## config.mk

```make
export PLATFORM = sky130hd
export DESIGN_NAME = sync_header_frame_deframer_crc16_core_flat
export DESIGN_NICKNAME = d
export VERILOG_FILES = /design/src/sv/shfd_pkg.sv /design/src/sv/shfd_in_if.sv /design/src/sv/shfd_out_if.sv /design/src/sv/sync_header_frame_deframer_crc16_core.sv /design/src/flat_wrapper.sv
export SDC_FILE = /design/constraint.sdc
export NUM_CORES = 1
export LEC_CHECK = 0
export ABC_CLOCK_PERIOD_IN_PS = 7900
export BUFFER_PORTS_ARGS = -buffer_cell sky130_fd_sc_hd__buf_4
export CORE_MARGIN = 2
export CORE_UTILIZATION = 30
export CTS_CLUSTER_DIAMETER = 80
export DETAILED_ROUTE_END_ITERATION = 6
export PLACE_DENSITY = 0.56
export SLEW_MARGIN = 20
export SYNTH_ARGS = -nofsm -noshare
export SYNTH_HDL_FRONTEND = slang
export SYNTH_SLANG_ARGS = --single-unit
```

## constraint.sdc

```tcl
create_clock -name i_clk -period 7.9 [get_ports i_clk]
set_input_delay 2.37 -clock i_clk [delete_from_list [all_inputs] [get_ports i_clk]]
set_output_delay 2.37 -clock i_clk [all_outputs]
set_load 0.02 [all_outputs]
```

## src/sv/shfd_pkg.sv

```systemverilog
// Package: item types, frame constants, parser phases and the CRC-16 byte update.
package shfd_pkg;

    localparam logic [7:0]  SYNC_FIRST  = 8'hAA;
    localparam logic [7:0]  SYNC_SECOND = 8'h55;
    localparam logic [15:0] CRC_POLY    = 16'h8005;
    localparam logic [15:0] CRC_INIT    = 16'hFFFF;

    // Index of the last parameter byte
    localparam logic [1:0]  PARAM_LAST  = 2'd3;

    typedef enum logic [2:0] {
        PH_HUNT  = 3'd0,
        PH_SYNC2 = 3'd1,
        PH_CMD   = 3'd2,
        PH_PARAM = 3'd3,
        PH_CRCLO = 3'd4,
        PH_CRCHI = 3'd5
    } t_phase;

    typedef struct packed {
        logic [7:0] rx_byte;
    } t_in_item;

    typedef struct packed {
        logic [7:0]  command_code;
        logic [31:0] parameter_word;
        logic        frame_status;
        logic [15:0] computed_crc;
    } t_out_item;

    // One byte through the CRC, MSB first, no reflection
    function automatic logic [15:0] crc_feed(input logic [15:0] crc, input logic [7:0] b);
        logic [15:0] c;
        c = crc ^ {b, 8'h00};
        for (int k = 0; k < 8; k++) begin
            if (c[15]) begin
                c = {c[14:0], 1'b0} ^ CRC_POLY;
            end else begin
                c = {c[14:0], 1'b0};
            end
        end
        return c;
    endfunction

endpackage

```

## src/sv/shfd_in_if.sv

```systemverilog
// Interface: input byte channel with valid/ready handshake.
interface shfd_in_if;
    logic                valid;
    logic                ready;
    shfd_pkg::t_in_item  payload;

    modport source (output valid, output payload, input ready);
    modport sink   (input valid, input payload, output ready);
endinterface

```

## src/sv/shfd_out_if.sv

```systemverilog
// Interface: frame result channel with valid/ready handshake.
interface shfd_out_if;
    logic                valid;
    logic                ready;
    shfd_pkg::t_out_item payload;

    modport source (output valid, output payload, input ready);
    modport sink   (input valid, input payload, output ready);
endinterface

```

## src/sv/sync_header_frame_deframer_crc16_core.sv

```systemverilog
// Top level: sync-header frame parser with CRC-16 check over sync, command and parameter.
//
//  Channel  Dir  Payload                                              Handshake
//  i_in     in   rx_byte[7:0]                                         valid/ready
//  o_out    out  command_code[7:0], parameter_word[31:0],             valid/ready
//                frame_status, computed_crc[15:0]
//
// Flow: one byte per cycle sustained, unless a frame's last byte waits on a full result
//   register; a byte is taken into the input register, then parsed and CRC-updated
//   from there, and the result register loads as the last byte of a frame is parsed.
// Reset: synchronous, active low; parser returns to hunting, CRC to 0xFFFF.
// Stalls: only the last byte of a frame waits on the output register; any other
//   byte is parsed even while a finished result is still held.
module sync_header_frame_deframer_crc16_core (
    input  logic        i_clk,
    input  logic        i_rst_n,
    shfd_in_if.sink     i_in,
    shfd_out_if.source  o_out
);
    import shfd_pkg::*;

    // Input register
    logic       r_in_vld;
    logic [7:0] r_in_byte;

    // Parser state
    t_phase      r_phase,   n_phase;
    logic [1:0]  r_idx,     n_idx;
    logic [15:0] r_crc,     n_crc;
    logic [7:0]  r_cmd,     n_cmd;
    logic [31:0] r_param,   n_param;
    logic [7:0]  r_crc_lo,  n_crc_lo;

    // Result register
    logic        r_out_vld;
    t_out_item   r_out_data, n_out_data;
    logic        n_emit;

    logic        out_free;
    logic        process;
    logic [15:0] crc_next;
    logic [15:0] rx_crc;

    assign crc_next = crc_feed(r_crc, r_in_byte);
    assign rx_crc   = {r_in_byte, r_crc_lo};

    // The held byte may advance unless it completes a frame and the result slot is full
    assign out_free = !r_out_vld || o_out.ready;
    assign process  = r_in_vld && (out_free || (r_phase != PH_CRCHI));

    assign i_in.ready    = !r_in_vld || process;
    assign o_out.valid   = r_out_vld;
    assign o_out.payload = r_out_data;

    // Parse the held byte
    always_comb begin
        n_phase    = r_phase;
        n_idx      = r_idx;
        n_crc      = r_crc;
        n_cmd      = r_cmd;
        n_param    = r_param;
        n_crc_lo   = r_crc_lo;
        n_emit     = 1'b0;
        n_out_data = r_out_data;
        unique case (r_phase)
            PH_SYNC2: begin
                // A broken sync pair consumes this byte too
                if (r_in_byte == SYNC_SECOND) begin
                    n_crc   = crc_next;
                    n_phase = PH_CMD;
                end else begin
                    n_phase = PH_HUNT;
                end
            end
            PH_CMD: begin
                n_cmd   = r_in_byte;
                n_crc   = crc_next;
                n_param = '0;
                n_idx   = '0;
                n_phase = PH_PARAM;
            end
            PH_PARAM: begin
                // Little-endian: first parameter byte lands in bits 7..0
                n_param[r_idx*8 +: 8] = r_in_byte;
                n_crc                 = crc_next;
                if (r_idx == PARAM_LAST) begin
                    n_idx   = '0;
                    n_phase = PH_CRCLO;
                end else begin
                    n_idx = r_idx + 2'd1;
                end
            end
            PH_CRCLO: begin
                n_crc_lo = r_in_byte;
                n_phase  = PH_CRCHI;
            end
            PH_CRCHI: begin
                n_emit                    = 1'b1;
                n_out_data.command_code   = r_cmd;
                n_out_data.parameter_word = r_param;
                n_out_data.frame_status   = (rx_crc != r_crc);
                n_out_data.computed_crc   = r_crc;
                n_phase                   = PH_HUNT;
                n_idx                     = '0;
                n_crc                     = CRC_INIT;
            end
            default: begin
                // Hunting: ignore everything but the first sync byte
                n_phase = PH_HUNT;
                if (r_in_byte == SYNC_FIRST) begin
                    n_crc   = crc_feed(CRC_INIT, r_in_byte);
                    n_phase = PH_SYNC2;
                end
            end
        endcase
    end

    // Input register: hold a byte until the parser takes it
    always_ff @(posedge i_clk) begin
        if (!i_rst_n) begin
            r_in_vld <= 1'b0;
        end else if (i_in.ready) begin
            r_in_vld <= i_in.valid;
        end
        if (i_in.valid && i_in.ready) begin
            r_in_byte <= i_in.payload.rx_byte;
        end
    end

    // Parser state: advance on each processed byte
    always_ff @(posedge i_clk) begin
        if (!i_rst_n) begin
            r_phase <= PH_HUNT;
            r_idx   <= '0;
            r_crc   <= CRC_INIT;
        end else if (process) begin
            r_phase <= n_phase;
            r_idx   <= n_idx;
            r_crc   <= n_crc;
        end
        if (process) begin
            r_cmd    <= n_cmd;
            r_param  <= n_param;
            r_crc_lo <= n_crc_lo;
        end
    end

    // Result register: load on a completed frame, drop once taken
    always_ff @(posedge i_clk) begin
        if (!i_rst_n) begin
            r_out_vld <= 1'b0;
        end else if (process && n_emit) begin
            r_out_vld <= 1'b1;
        end else if (o_out.ready) begin
            r_out_vld <= 1'b0;
        end
        if (process && n_emit) begin
            r_out_data <= n_out_data;
        end
    end

    // A held byte that is not processed stays put
    a_in_hold: assert property (@(posedge i_clk) disable iff (!i_rst_n)
        r_in_vld && !process |=> r_in_vld && $stable(r_in_byte))
        else $error("input register lost or changed a waiting byte");

    // A completed frame always yields a result and a return to hunting
    a_frame_emit: assert property (@(posedge i_clk) disable iff (!i_rst_n)
        process && (r_phase == PH_CRCHI) |=> r_out_vld && (r_phase == PH_HUNT))
        else $error("completed frame did not produce a result");

    // Results only come from the last CRC byte
    a_emit_src: assert property (@(posedge i_clk) disable iff (!i_rst_n)
        $rose(r_out_vld) |-> $past(process && (r_phase == PH_CRCHI)))
        else $error("result produced outside the last CRC byte");

    // An untaken result is never overwritten
    a_out_hold: assert property (@(posedge i_clk) disable iff (!i_rst_n)
        r_out_vld && !o_out.ready |=> r_out_vld && $stable(r_out_data))
        else $error("pending result overwritten");

    // The parameter byte counter rests at zero outside the parameter phase
    a_idx_rest: assert property (@(posedge i_clk) disable iff (!i_rst_n)
        (r_phase != PH_PARAM) |-> (r_idx == '0))
        else $error("byte counter not at zero outside parameter phase");

endmodule

```

## src/flat_wrapper.sv

```systemverilog
// flat-port wrapper written by rule: the top's interface ports become plain ports
module sync_header_frame_deframer_crc16_core_flat import shfd_pkg::*;
  (i_clk, i_rst_n, i_in_valid, i_in_payload, i_in_ready, o_out_valid, o_out_payload, o_out_ready);
  shfd_in_if i_in_i ();
  shfd_out_if o_out_i ();
  input  logic i_clk;
  input  logic i_rst_n;
  input wire logic [$bits(i_in_i.valid)-1:0] i_in_valid;
  input wire logic [$bits(i_in_i.payload)-1:0] i_in_payload;
  output wire logic [$bits(i_in_i.ready)-1:0] i_in_ready;
  output wire logic [$bits(o_out_i.valid)-1:0] o_out_valid;
  output wire logic [$bits(o_out_i.payload)-1:0] o_out_payload;
  input wire logic [$bits(o_out_i.ready)-1:0] o_out_ready;
  assign i_in_i.valid = i_in_valid;
  assign i_in_i.payload = i_in_payload;
  assign i_in_ready = i_in_i.ready;
  assign o_out_valid = o_out_i.valid;
  assign o_out_payload = o_out_i.payload;
  assign o_out_i.ready = o_out_ready;
  sync_header_frame_deframer_crc16_core u_core (.i_clk(i_clk), .i_rst_n(i_rst_n), .i_in(i_in_i), .o_out(o_out_i));
endmodule
```

* Word-level counts from Yosys, hierarchy flattened *
Index checks and enable logic that the tools add are counted.

word-level totals
  output and inout port bits = 59
  bits in registers = 136

operators by class
  shifts and indexed selects = 2
  muxes and demuxes = 44
  bitwise logic cells = 19
  reductions and logical operators = 22
  add/subtract/negate cells = 2
  eq/ne operators = 12

operators with widths
  cell                       count
  $mux W16                   32
  $pmux W16 S4               1
  $pmux W32 S2               1
  $not A3 Y3                 16
  $neg A5 Y34                1
  $shift A8 B34 Y32 const A  1
  $shiftx A8 B34 Y32         1
  $bwmux W32                 1
  $ne A16 B16 Y1             1
  $not A16 Y16               1
  $xor A16 B16 Y16           1
  $pmux W3 S5                1
  $reduce_and A2 Y1          6
  $eq A8 B7 Y1 const B       1
  $eq A8 B8 Y1 const B       1
  $eq A3 B2 Y1 const B       2
  $eq A3 B3 Y1 const B       2
  $reduce_bool A2 Y1         3
  $reduce_or A5 Y1           1
  $mux W1                    4
  $mux W2                    2
  $ne A2 B1 Y1 const B       2
  $pmux W2 S2                1
  $reduce_and A4 Y1          1
  other kinds (11)           17

* Logic depth before layout (Yosys ltp) *
Gate-level depths: netlist (run 1).

  depth after elaboration = 33
  gate-level depth with buffers = 9

* Least setup slack after synthesis (run 1) *
OpenSTA, ideal clock, no wires.

  path type = input to register
  start point = in o_out_ready
  end point = reg u_core.r_out_data, in the netlist u_core.o_out.payload[0], enable pin
  path slack = 2394 ps
  data arrival time = 5033 ps
  stages on the path = 3
  library setup time = 472 ps
  cell sequence = nand2b_1 o21ai_1 nor2_1

on the way
  cells in the longest elaborated chain, start to end = 5

ends and longest elaborated chain
  what                         RTL line                                      RTL
  start, declared              flat_wrapper.sv:13                            input wire logic [$bits(o_out_i.ready)-1:0] o_out_ready;
  $logic_or A1 B1 Y1           sync_header_frame_deframer_crc16_core.sv:48   assign out_free = !r_out_vld || o_out.ready;
  $logic_or A1 B1 Y1           sync_header_frame_deframer_crc16_core.sv:49   assign process = r_in_vld && (out_free || (r_phase != PH_CRCHI));
  $logic_and A1 B1 Y1          sync_header_frame_deframer_crc16_core.sv:49
  $logic_and A1 B1 Y1          sync_header_frame_deframer_crc16_core.sv:157  if (process && n_emit) begin
  $reduce_and A2 Y1 (no line)  n/a
  end signal, assigned         sync_header_frame_deframer_crc16_core.sv:158  r_out_data <= n_out_data;
  end, declared                sync_header_frame_deframer_crc16_core.sv:36   t_out_item r_out_data, n_out_data;

Every way passes these cells.
A chain may end at the register's enable or synchronous reset.

* Worst setup path after layout (run 1) *
  start point = in o_out_ready
  end point = out i_in_ready

on the way
  cells in the longest elaborated chain, start to end = 4

ends and longest elaborated chain
  what                 RTL line                                     RTL
  $logic_or A1 B1 Y1   sync_header_frame_deframer_crc16_core.sv:48
  $logic_or A1 B1 Y1   sync_header_frame_deframer_crc16_core.sv:49
  $logic_and A1 B1 Y1  sync_header_frame_deframer_crc16_core.sv:49
  $logic_or A1 B1 Y1   sync_header_frame_deframer_crc16_core.sv:51  assign i_in.ready = !r_in_vld || process;
  end, declared        flat_wrapper.sv:10                           output wire logic [$bits(i_in_i.ready)-1:0] i_in_ready;

Every way passes these cells.

==> run summary, run 1 <==
run status: finished clean
Antenna Diode Count: 0
post-CTS sizing: 0
combinational family with the most area after synthesis: simple AND/OR/NAND/NOR gates
via count of the first global-routing pass: 3637
wire length after detailed routing: 13090 microns
starting utilization of the core area: 30.83%
leakage power: 2.513 nW
Detailed Place HPWL: 8559 microns
Tot GR Track Use: 13.02%
maximum number of buffers from clock root to sink: 2
Yosys Warn Count: 0
largest fanout on the critical path: 4
worst-case setup slack after placement: 2406 ps
IO Count: 71
die span in y: 143.4 microns
global-route wire length before repair: 20040 microns
Num CTS Buffers: 17
crit share post-route: 69.64%
number of sinks on the clock net: 136
number of endpoints failing setup at the final stage: 0
Setup CP Type: input pin to primary output
VDD IR-drop max: 0.1217 mV
Critical path destination: i_in_ready
cell area after layout: 7153 sq um
share of cell area taken by muxes after synthesis: 0.7088%
arrival time worst endpoint: 3130 ps
worst hold path type: flop to flop
quantity of I/O buffers inserted on ports: 70
sort of element at the end of the critical path: primary output
shortest clock period the worst path allows after layout: 5502 ps
fraction of the mapped netlist area in adder cells: 3.436%
worst-case register-to-register setup slack: 5110 ps
final cell count without fillers: 783
source of the worst register-to-register timing path: u_core.r_in_byte[4]
count of nets left with antenna violations after detail routing: 0
full die area: 20550 sq um
wire per inst: 16.72 microns
power density relative to cell area: 224.1 nW/um^2
FFs w/ async S/R, synth: 0%
Yosys cell types: 51
number of flops mapped to enable cells by yosys: 113
DIE WIDTH: 143.4 microns
final-stage net count: 538
actual slew at the worst max-slew pin: 1046 ps
maximum clock frequency: 181.8 MHz
RSZ-0062 raised after global routing: false
CTS root buf: clkbuf_16
proportion of synthesized chip area in sequential cells: 66.15%
crit path launch type: input pin
area of the core region: 18890 sq um
share of layout cells above drive strength 1: 22.75%
clock skew after layout: 7.780 ps
synthesized-area fraction occupied by and/or/nand/nor cells: 11.83%
number of hold buffers added after cts: 0
instance area at placement: 6598 sq um
average vias per placed instance: 4.664
cell count after placement: 751
Setup WS post-layout: 2398 ps
max_slew headroom: 30.12%
number of instances in the synthesized netlist: 439
cell types with the largest area share after synthesis: edfxtp_1 58%, dfxtp_1 7.9%, nor2b_1 3.7%, xnor2_1 3.5%, a21oi_1 3.4%
post-CTS clock slew at the launch and capture registers of the worst setup and hold paths: 60 ps
count of fill cells added during filler insertion: 1822
RePlAce Congestion: 0.8234
Total Negative Setup Slacks: 0 ps
Pins Over Slew Limit: 0
CTS H-Tree Depth: 4
area grow syn2layout: 22.79%
cell taking the most area after synthesis: edfxtp_1
Post-Synth XOR/XNOR Area: 6.529%
post-CTS setup repair buffer count: 0
pin count of the biggest net entering global routing: 34
max-capacitance violation count: 0
total nets after synthesis: 467
number of cell instances on the worst register-to-register path: 6
number of optimization iterations in the first detailed-route pass: 4
number of hold violations in the final report: 0
clock insertion delay at the later pin of the skew report: 410 ps
Crit path required time: 5530 ps
Primary FF master, synth: edfxtp_1
flip-flop and latch count after synthesis: 136
DR iter-0 viols: 448
overall overflow remaining after global route: 0
area share of the largest cell type after synthesis: 58.25%
Rows: 50
clock tree from TritonCTS: yes
summed instance area of the synthesized netlist: 5826 sq um
antenna violations before repair: 0
timing startpoint of the critical path: o_out_ready
total via count in the routed design: 3652
average footprint of a synthesized cell: 13.27 sq um
r2r endpoint: u_core.r_crc[3]
post-detailed-route DRC marker count: 0
synthesized-area fraction occupied by ao, oa, aoi and oai cells: 8.333%
## cell type report
type,count,area (sq um),share of cell area [%]
Multi-Input combinational cell,267,1818,25.42
Tap cell,260,325.3,4.548
Inverter,16,60.06,0.8396
Timing Repair Buffer,72,540.5,7.556
Sequential cell,136,3854,53.87
Clock inverter,14,126.4,1.767
Clock buffer,18,429.2,6.000
## placed cells by master, fill, tap and decap left out, types with 3 or more instances in the layout
cell | Yosys | final
clkinvlp_4 | 0 | 5
dfxtp_1 | 23 | 23
xor2_1 | 3 | 3
nand2b_1 | 3 | 3
a21oi_1 | 40 | 40
buf_4 | 0 | 72
inv_6 | 0 | 3
nand4_1 | 4 | 4
nand3_1 | 6 | 6
nor2b_1 | 34 | 34
nand2_1 | 12 | 12
xnor2_1 | 23 | 23
o21ai_0 | 10 | 10
inv_1 | 16 | 16
clkbuf_16 | 0 | 17
a211o_1 | 7 | 7
clkinv_2 | 0 | 3
edfxtp_1 | 113 | 113
nor2_1 | 52 | 50
nor3_1 | 11 | 10
a221oi_1 | 3 | 3
ha_1 | 16 | 16
mux2i_1 | 3 | 3
xnor2_2 | 5 | 5
## critical path, stage by stage
cell      delay, ps
buf_4           110
nand2b_1        210
nor2_1          230
inv_1            70
buf_4           160
## Yosys cell counts, types with 4 or more instances
| library cell | instances |
|---|---|
| xnor2_1 | 23 |
| nand4_1 | 4 |
| buf_6 | 5 |
| inv_1 | 16 |
| clkbuf_1 | 13 |
| nand2_1 | 12 |
| ha_1 | 16 |
| nor2_1 | 52 |
| edfxtp_1 | 113 |
| nor3_1 | 11 |
| o21ai_0 | 10 |
| a21oi_1 | 40 |
| nand3_1 | 6 |
| xnor2_2 | 5 |
| dfxtp_1 | 23 |
| nor2b_1 | 34 |
| a211o_1 | 7 |
## metal layers
| metal | up-vias | global-route usage [%] | wire length [microns] |
|---|---|---|---|
| li1 | 1729 | - | - |
| met1 | 1800 | 16.26 | 5678 |
| met2 | 109 | 21.38 | 6461 |
| met3 | 14 | 3.199 | 747 |
| met4 | 0 | 5.986 | 201 |
| met5 | - | 0 | 0 |
## power breakdown
part / internal, mW / switching (mW)
clock network: 0.434 / 0.306
logic: 0.0382 / 0.0349
registers: 0.773 / 0.0174
## through the flow
step                      hold WS, ps  utilization (%)  power [mW]
after floorplan                 400.3                -      0.8560
after global placement          405.6            34.89      0.8761
after detailed placement        405.4            34.92      0.8770
after CTS                       419.8            37.86       1.618
after global routing            438.8            37.86       1.652
final                           418.5            37.86       1.603
## how the worst min path moves through the flow
stage          cells after the start            start  slack, ps                        to
5_1_grt                            0  u_core.r_cmd[2]        440  u_core.o_out.payload[51]
4_1_cts                            0  u_core.r_cmd[0]        420  u_core.o_out.payload[49]
2_1_floorplan                      0  u_core.r_cmd[0]        400  u_core.o_out.payload[49]
6_report                           0  u_core.r_cmd[0]        420  u_core.o_out.payload[49]
3_5_place_dp                       0  u_core.r_cmd[0]        410  u_core.o_out.payload[49]
3_3_place_gp                       0  u_core.r_cmd[4]        410  u_core.o_out.payload[53]
## registers in the layout, indices dropped and copies added (netlist names)
name	cells
u_core.o_out.valid	1
u_core.r_in_byte	8
u_core.r_crc_lo	8
u_core.r_cmd	8
u_core.r_phase	3
u_core.r_param	32
u_core.r_idx	2
u_core.o_out.payload	57
u_core.r_crc	16
u_core.r_in_vld	1
## kinds of logic (layout without fill, tap and decap cells)
kind of cell | Yosys count | in the layout
buffers and inverters | 36 | 120
xor gates and xnor gates | 34 | 34
AOI/OAI and AO/OA | 78 | 78
DFF | 136 | 136
adders and majority gates | 16 | 16
and+or+nand+nor | 135 | 135
muxes | 4 | 4
Power figures use the tool's default switching activity.
==> inputs of run 2 (changes only) <==
--- a/config.mk
+++ b/config.mk
@@ -5,13 +5,13 @@
 export SDC_FILE = /design/constraint.sdc
 export NUM_CORES = 1
 export LEC_CHECK = 0
-export ABC_CLOCK_PERIOD_IN_PS = 7900
+export ABC_CLOCK_PERIOD_IN_PS = 5000
 export BUFFER_PORTS_ARGS = -buffer_cell sky130_fd_sc_hd__buf_4
 export CORE_MARGIN = 2
 export CORE_UTILIZATION = 30
 export CTS_CLUSTER_DIAMETER = 80
 export DETAILED_ROUTE_END_ITERATION = 6
-export PLACE_DENSITY = 0.56
+export PLACE_DENSITY = 0.57
 export SLEW_MARGIN = 20
 export SYNTH_ARGS = -nofsm -noshare
 export SYNTH_HDL_FRONTEND = slang
==> constraint.sdc (replaced) <==
create_clock -name i_clk -period 5 [get_ports i_clk]
set_input_delay 1.5 -clock i_clk [delete_from_list [all_inputs] [get_ports i_clk]]
set_output_delay 1.5 -clock i_clk [all_outputs]
set_load 0.02 [all_outputs]
==> run 2 against run 1 <==
Sequential share of layout area down 0.37 points. Final area increased by 0.68%. Worst hold slack worse by 1.2 ps. Total power is 63% higher. First-iteration DRC count decreased by 18%. Worst setup slack lost 1100 ps. Sequential power rose by 58%. Non-clock buffer count up 1. Core utilization increased by 0.26 points. Routed wire length grew 0.22%. Via count increased by 0.11%. Critical endpoint unchanged.
==> run summary, run 2 (same netlist as run 1, synthesis figures left out) <==
arrival time worst endpoint: 2230 ps
area used by multi-input combinational logic: 1812 sq um
sequential standard cell area: 3854 sq um
run status: finished clean
via count of the first global-routing pass: 3620
antenna violations before repair: 0
final-stage net count: 539
max-capacitance violation count: 0
Rows: 50
start point of the worst min-delay path: u_core.r_cmd[4]
number of hold buffers added after cts: 0
number of endpoints failing setup at the final stage: 0
Detailed Place HPWL: 8813 microns
timing startpoint of the critical path: o_out_ready
clock skew after layout: 12.97 ps
number of sinks on the clock net: 136
DR iter-0 viols: 367
count of fill cells added during filler insertion: 1811
largest fanout on the critical path: 4
pin count of the biggest net entering global routing: 33
Total Negative Setup Slacks: 0 ps
overall overflow remaining after global route: 0
RSZ-0062 raised after global routing: false
Setup CP Type: input pin to primary output
max_slew headroom: 29.36%
leakage power: 2.533 nW
post-CTS setup repair buffer count: 0
max FFs per register: 57
IO Count: 71
DIE WIDTH: 143.4 microns
wire per inst: 16.73 microns
area of the core region: 18890 sq um
full die area: 20550 sq um
starting utilization of the core area: 30.83%
actual slew at the worst max-slew pin: 1057 ps
VDD IR-drop max: 0.1925 mV
fin util: 38.12%
area grow syn2layout: 23.63%
crit path launch type: input pin
shortest clock period the worst path allows after layout: 3731 ps
cell area after layout: 7202 sq um
power density relative to cell area: 362.9 nW/um^2
RePlAce Congestion: 0.8590
maximum number of buffers from clock root to sink: 2
quantity of I/O buffers inserted on ports: 70
Tot GR Track Use: 13.14%
number of optimization iterations in the first detailed-route pass: 5
Pins Over Slew Limit: 0
post-detailed-route DRC marker count: 0
post-CTS clock slew at the launch and capture registers of the worst setup and hold paths: 60 ps
average vias per placed instance: 4.663
source of the worst register-to-register timing path: u_core.r_in_byte[6]
instance area at placement: 6606 sq um
global-route wire length before repair: 20300 microns
Num CTS Buffers: 17
sort of element at the end of the critical path: primary output
post-CTS sizing: 0
Crit path required time: 3500 ps
die span in y: 143.4 microns
leading cell types in the layout, fill and taps excluded: 113 x edfxtp_1, 72 x buf_4, 50 x nor2_1, 40 x a21oi_1, 34 x nor2b_1
share of layout cells above drive strength 1: 22.71%
wire length after detailed routing: 13120 microns
total via count in the routed design: 3656
maximum clock frequency: 268.1 MHz
CTS H-Tree Depth: 4
CTS root buf: clkbuf_16
most common cell after layout, fill and taps aside: edfxtp_1
crit share post-route: 74.61%
worst hold path type: flop to flop
clock tree from TritonCTS: yes
count of nets left with antenna violations after detail routing: 0
number of hold violations in the final report: 0
clock insertion delay at the later pin of the skew report: 410 ps
Antenna Diode Count: 0
## run 2: cell types whose count changed in the layout (fill, tap and decap cells not counted), sizes merged
cell	before	now
bufinv	1	2
buf	72	73
inv	19	23
clkinv	5	0
## run 2: layer usage
metal / part of all wire [%] / wire length, microns / global-route usage [%] / up-vias
met5: 0 / 0 / 0 / -
met3: 4.8 / 630 / 3.399 / 13
met1: 45 / 5846 / 17.13 / 1820
met4: 0.98 / 128 / 4.334 / 0
met2: 50 / 6514 / 21.43 / 95
li1: - / - / - / 1728
## run 2: worst paths after layout
kind                              end  slack [ps]  cells past startpoint
max                        i_in_ready        1270                      5
min          u_core.o_out.payload[53]         420                      0
max reg2reg          u_core.r_crc[15]        2560                      7
min reg2reg  u_core.o_out.payload[53]         420                      0
## run 2: stage by stage
stage                     power [mW]  hold slack [ps]  std cells  setup WS, ps
after floorplan                1.352            400.3        439         364.4
after global placement         1.387            408.3        752          1274
after detailed placement       1.389            404.5        752          1258
after CTS                      2.636            418.8        784          1253
after global routing           2.700            428.3        784          1156
final                          2.614            417.3        784          1269
## run 2: critical path: stages
cell and delay (ps):
buf_4 100, nand2b_1 200, nor2_1 200, inv_1 70, buf_4 160
## run 2: where the power goes
group / switching [mW] / internal (mW) / total, mW
logic: 0.0579 / 0.0604 / 0.118
clock network: 0.500 / 0.747 / 1.25
registers: 0.0279 / 1.22 / 1.25
total: 0.585 / 2.03 / 2.61
## run 2: cell type report
class	instances	area share (%)
Timing Repair Buffer	73	7.783
Clock buffer	18	5.959
Tap cell	260	4.517
Clock inverter	14	2.241
Sequential cell	136	53.51
Multi-Input combinational cell	267	25.16
Inverter	16	0.8339
